**config.mk**
```make
export PLATFORM = sky130hd
export DESIGN_NAME = ssd_sqrt
export DESIGN_NICKNAME = d
export VERILOG_FILES = /design/src/rtl/core/ssd_sqrt.sv
export SDC_FILE = /design/constraint.sdc
export NUM_CORES = 1
export LEC_CHECK = 0
export ABC_AREA = 1
export BUFFER_PORTS_ARGS = -buffer_cell sky130_fd_sc_hd__buf_4
export CAP_MARGIN = 20
export CORE_MARGIN = 5
export CORE_UTILIZATION = 35
export DETAILED_ROUTE_END_ITERATION = 7
export GPL_ROUTABILITY_DRIVEN = 0
export GPL_TIMING_DRIVEN = 0
export HOLD_SLACK_MARGIN = 0.08
export PLACE_DENSITY = 0.52
export SETUP_SLACK_MARGIN = 0.5
export SYNTH_ARGS = -nofsm -noshare
export SYNTH_HDL_FRONTEND = slang
export SYNTH_SLANG_ARGS = --single-unit
```
**constraint.sdc**
```tcl
create_clock -name clk_i -period 2 [get_ports clk_i]
set_input_delay 0.4 -clock clk_i [delete_from_list [all_inputs] [get_ports clk_i]]
set_output_delay 0.4 -clock clk_i [all_outputs]
set_load 0.05 [all_outputs]
```
**src/rtl/core/ssd_sqrt.sv**
```systemverilog
// ----------------------------------------------------------------------------
// ssd_sqrt
// pipelined digit-by-digit integer square root, one root bit per stage
// ----------------------------------------------------------------------------
module ssd_sqrt #(
  parameter int RW = 15
) (
  input  logic            clk_i,
  input  logic            en_i,
  input  logic [2*RW-1:0] v_i,
  output logic [RW-1:0]   root_o
);

  logic [RW:0]     rem_q  [0:RW-1];
  logic [RW-1:0]   root_q [0:RW-1];
  logic [2*RW-1:0] v_q    [0:RW-2];

  for (genvar j = 0; j < RW; j++) begin : g_step
    logic [RW:0]     rem_in;
    logic [RW-1:0]   root_in;
    logic [2*RW-1:0] v_in;
    logic [RW+2:0]   rem_sh;
    logic [RW+2:0]   trial;
    logic [RW+2:0]   diff;

    if (j == 0) begin : g_first
      assign rem_in  = '0;
      assign root_in = '0;
      assign v_in    = v_i;
    end else begin : g_next
      assign rem_in  = rem_q[j-1];
      assign root_in = root_q[j-1];
      assign v_in    = v_q[j-1];
    end

    always_comb begin
      rem_sh = {rem_in, v_in[2*RW-1 -: 2]};
      trial  = {1'b0, root_in, 2'b01};
      diff   = rem_sh - trial;
    end

    always_ff @(posedge clk_i) begin
      if (en_i) begin
        if (rem_sh >= trial) begin
          rem_q[j]  <= diff[RW:0];
          root_q[j] <= {root_in[RW-2:0], 1'b1};
        end else begin
          rem_q[j]  <= rem_sh[RW:0];
          root_q[j] <= {root_in[RW-2:0], 1'b0};
        end
      end
    end

    if (j < RW - 1) begin : g_vshift
      always_ff @(posedge clk_i) begin
        if (en_i) begin
          v_q[j] <= {v_in[2*RW-3:0], 2'b00};
        end
      end
    end
  end

  assign root_o = root_q[RW-1];

endmodule

```
* Word-level counts from Yosys, hierarchy flattened
Memory sizes are Yosys's and may differ from the RTL's.
Index checks and enable logic that the tools add are counted.
** Storage, ports and cells
- Register bits after elaboration :: 0
- RAM bits :: 857
- Input port bits :: 32
- Output and inout port bits :: 15
- Word-level logic and storage cells :: 185
- Memories kept :: 3
** Operators by class
- $add $sub $neg :: 15
- Order comparisons :: 15
- Mux-type cells :: 122
- Bitwise operators :: 30
** Memories
- v_q :: depth 14, bits a word 28, rd ports 14, clocked after Yosys merged registers in 0, wr ports 14, line 16 : logic [2*RW-1:0] v_q [0:RW-2];
- rem_q :: depth 15, bits a word 16, rd ports 14, clocked after Yosys merged registers in 0, wr ports 15, line 14 : logic [RW:0] rem_q [0:RW-1];
- root_q :: depth 15, bits a word 15, rd ports 15, clocked after Yosys merged registers in 0, wr ports 15, line 15 : logic [RW-1:0] root_q [0:RW-1];
** Operator list (count)
- $ge A18 B17 Y1 :: 14
- $mux W16 :: 15
- $mux W15 :: 15
- $sub A16 B16 Y16 :: 14
- $mux W1 :: 92
- $or A1 B1 Y1 :: 30
- $sub A2 B1 Y3 const B :: 1
- $ge A2 B1 Y1 const B :: 1

* Depth between registers and ports, before layout
An unclocked memory read counts as a cell.
- Depth in word-level cells :: 6
- Mapped depth :: 14

* Least setup slack after synthesis
OpenSTA, ideal clock, no wires.
- Path kind :: input-to-reg
- Start point :: input port en_i
- End point :: memory rem_q[1][48] in the netlist's numbering (enable)
- Setup time :: 394 ps
- Arrival :: 1587 ps
- Path slack :: 19 ps
- Cell stages on the path :: 3
- Path through :: buf_6 > clkbuf_1 > clkbuf_1
** RTL lines
- start, declared :: line 9 : input logic en_i,
- end, declared :: line 14

==> results.json <==
{
  "synth_cell_type_count": 48,
  "grt_usage_pct": 15.5,
  "crit_top_cell": "nand2_4",
  "ys_async_sr_fraction_pct": 0,
  "vias": 21900,
  "finalMaxSlewViolations": 0,
  "start_util_pct": 35.2,
  "yosysWarnings": 0,
  "min_path_type": "in -> reg",
  "cp-end-kind": "flip-flop",
  "syn_avg_cell_area_um2": 9.49,
  "timing_worst_slew_pin_value_ns": 0.861,
  "p_total_mw": 35.9,
  "diodes": 0,
  "fmax_ghz": 0.492,
  "r2r_end": "rem_q[1][49]",
  "grt_overflow": 0,
  "p_switching_mw": 10.7,
  "first_iter_violations": 1069,
  "clock-sinks": 538,
  "die_h_um": 294,
  "critPathMaxFanout": 5,
  "r2r-start": "rem_q[1][39]",
  "wl_met1_mm": 30.5,
  "internal_power_mw": 25.1,
  "layout_common_cells": "537 x edfxtp_1, 520 x nand2_1, 356 x buf_4",
  "drive_gt1_share_pct": 40.1,
  "clock_path_buffers": 3,
  "max_slew_margin_pct": 42.6,
  "rsz0062_at_grt": "yes",
  "post-route-min-period_ns": 2.03,
  "worst_slack_ns": -0.0319,
  "wl_met3_mm": 2.87,
  "grt_pass1_wl_mm": 109,
  "crit_slowest_cell": "edfxtp_1",
  "status": "complete, but fails checks",
  "drc": 0,
  "slowest_delay_ns": 0.46,
  "ant_nets": 0,
  "wire_per_inst_um": 15.7,
  "htreeDepth": 2,
  "min_from": "en_i",
  "violations": "setup timing",
  "antenna_found_initial": 0,
  "fin_crit_sh_pct": 102,
  "ios": 47,
  "seqPwrFrac_pct": 41.2,
  "ys_seq_area_share_pct": 57.3,
  "cts-root-buf": "clkbuf_16",
  "io_buffers": 46,
  "power_frac_comb_pct": 27.1,
  "syn-num-nets": 3140,
  "vdd_drop_max_uv": 674,
  "power.leakage_nw": 16.8,
  "firstDrtPassIters": 5,
  "synth_top_area_share_pct": 57.2,
  "power_frac_clock_pct": 31.7,
  "clk_transition_reported_paths_ns": 0.06,
  "required_ns": 2.37,
  "die_w_um": 294,
  "route.met2.wl_mm": 35.3,
  "pre_cts_ws_ns": -1.79,
  "yosys.area.top_type": "edfxtp_1",
  "clkLatencyLatePin_ns": 0.64,
  "synthCells": 2972,
  "maxCapViolations": 0,
  "final_util_pct": 49.6,
  "holdPathStages": 1,
  "cp_data_arrival_time_ns": 2.40,
  "report.final.setup_viol": 18,
  "synth_flop_cell": "edfxtp_1",
  "critPathBufInv": 1,
  "synth-seq-cells": 538,
  "switching_share_pct": 29.9,
  "cts_tree": "done",
  "finClkSkew_ns": 0.0307,
  "final_common_cell": "edfxtp_1",
  "area_delta_synth_final_pct": 41.1,
  "crit_type": "reg -> reg",
  "hpwlAfterDp_mm": 48.1,
  "synth.area.top_cells": "edfxtp_1 57%, nand2_1 11%, inv_1 6.4%",
  "cts_buffers": 61,
  "cp-start-kind": "flip-flop",
  "top_layer": "met4",
  "dieArea_mm2": 0.0863,
  "hold_viol_final": 0,
  "p_per_area_mw_per_mm2": 901,
  "reg2reg_depth": 9,
  "crit_chain": "ha_4, nand2_4, nor2_2, nand3_1, nand3b_1, nand2_2, nand2_4, buf_6, o21ai_1",
  "syn_area_mm2": 0.0282,
  "synth_edf_count": 537,
  "cp_top_family": "simple AND/OR/NAND/NOR gates",
  "rows": 104,
  "min_to": "v_q[0][192]",
  "grt_pass1_vias": 21300,
  "r2r_slack_ns": -0.03,
  "core-area_mm2": 0.0802,
  "grt_max_degree": 61,
  "viasPerCell": 4.78,
  "final_nets": 3647,
  "wl_mm": 71.9
}
[state kept, by name, indices dropped and copies added, names as in the netlist]
register  flops
v_q         210
rem_q       208
root_q      120
[worst reg2reg max path, stage by stage (launching register included)]
cell	delay, ns
edfxtp_1	0.46
ha_4	0.35
nand2_4	0.06
nor2_2	0.13
nand3_1	0.10
nand3b_1	0.21
nand2_2	0.12
nand2_4	0.16
buf_6	0.13
o21ai_1	0.06
[power by group through the flow]
| stage | Sequential, mW | Combinational, mW | Clock (mW) |
|---|---|---|---|
| detailed placement | 15.0 | 6.62 | 0 |
| CTS | 14.7 | 8.05 | 11.8 |
| finish | 14.8 | 9.70 | 11.4 |
| global route | 14.9 | 10.6 | 12.3 |
| floorplan | 14.7 | 5.05 | 0 |
| global placement | 15.0 | 6.52 | 0 |
[repair_timing]
action / CTS / global route
hold buffers: 30 / 0
gates resized for setup: 331 / 484
gates cloned: 13 / 6
hold endpoints to repair: 30 / 0
setup endpoints to repair: 573 / 392
buffers inserted: 209 / 139
pin swaps: 207 / 276
[routing by layer]
metal | track usage, % | vias to the layer above
met5 | 0 | -
met4 | 6.38 | 0
met3 | 1.98 | 189
met2 | 26.5 | 507
met1 | 19.9 | 10400
li1 | - | 10800
[worst max-delay path by stage]
stage,slack [ns],to,cells after the start,start
after CTS,-0.004,rem_q[1][88],13,rem_q[1][67]
after floorplan,0.15,rem_q[1][75],11,rem_q[1][53]
final,-0.03,rem_q[1][49],9,rem_q[1][39]
after global routing,-0.1,rem_q[1][83],14,root_q[1][71]
after global placement,-2.69,root_q[1][90],5,en_i
after detailed placement,-1.79,root_q[1][90],6,en_i
[final cells by class]
cell class	count	area, µm²
plain buffers	38	413
clock buffers	74	1580
clock inverters	39	502
well taps	1060	1330
repair buffers	442	3870
fillers	7063	40400
multi-input cells	1914	14100
inverters	484	1860
flip-flops and latches	538	16100
[metrics by stage]
step	hold WS (ns)	cell area (µm²)	TNS, ns	instances
after floorplan	0.400	30000	0	2972
after CTS	0.0836	37100	-0.0155	4444
final	0.135	39800	-0.164	4589
after global placement	0.400	31600	-1393.52	4078
after global routing	0.125	39800	-4.14	4589
after detailed placement	0.405	31700	-735.12	4079
[Yosys cell counts (9+ instances only)]
cell / n
nor2_1: 257
xnor2_1: 27
nor2_2: 12
clkbuf_1: 18
nand3_1: 192
a21oi_1: 93
buf_6: 9
nand2_2: 9
o21ai_0: 68
xor2_1: 64
o21ai_1: 15
nand3b_1: 28
nor3_1: 51
edfxtp_1: 537
ha_1: 136
o21bai_1: 9
nand2_1: 843
nand4_1: 46
inv_1: 478
[cells by family after synthesis]
family / after synthesis / share of synthesized area [%]
simple gates: 1473 / 22.3
buf+inv: 522 / 7.32
flops: 538 / 57.3
xor+xnor: 91 / 2.83
fa+ha+maj: 136 / 6.04
compound gates: 212 / 4.21
Note: power is estimated with default switching activity, not from simulation.
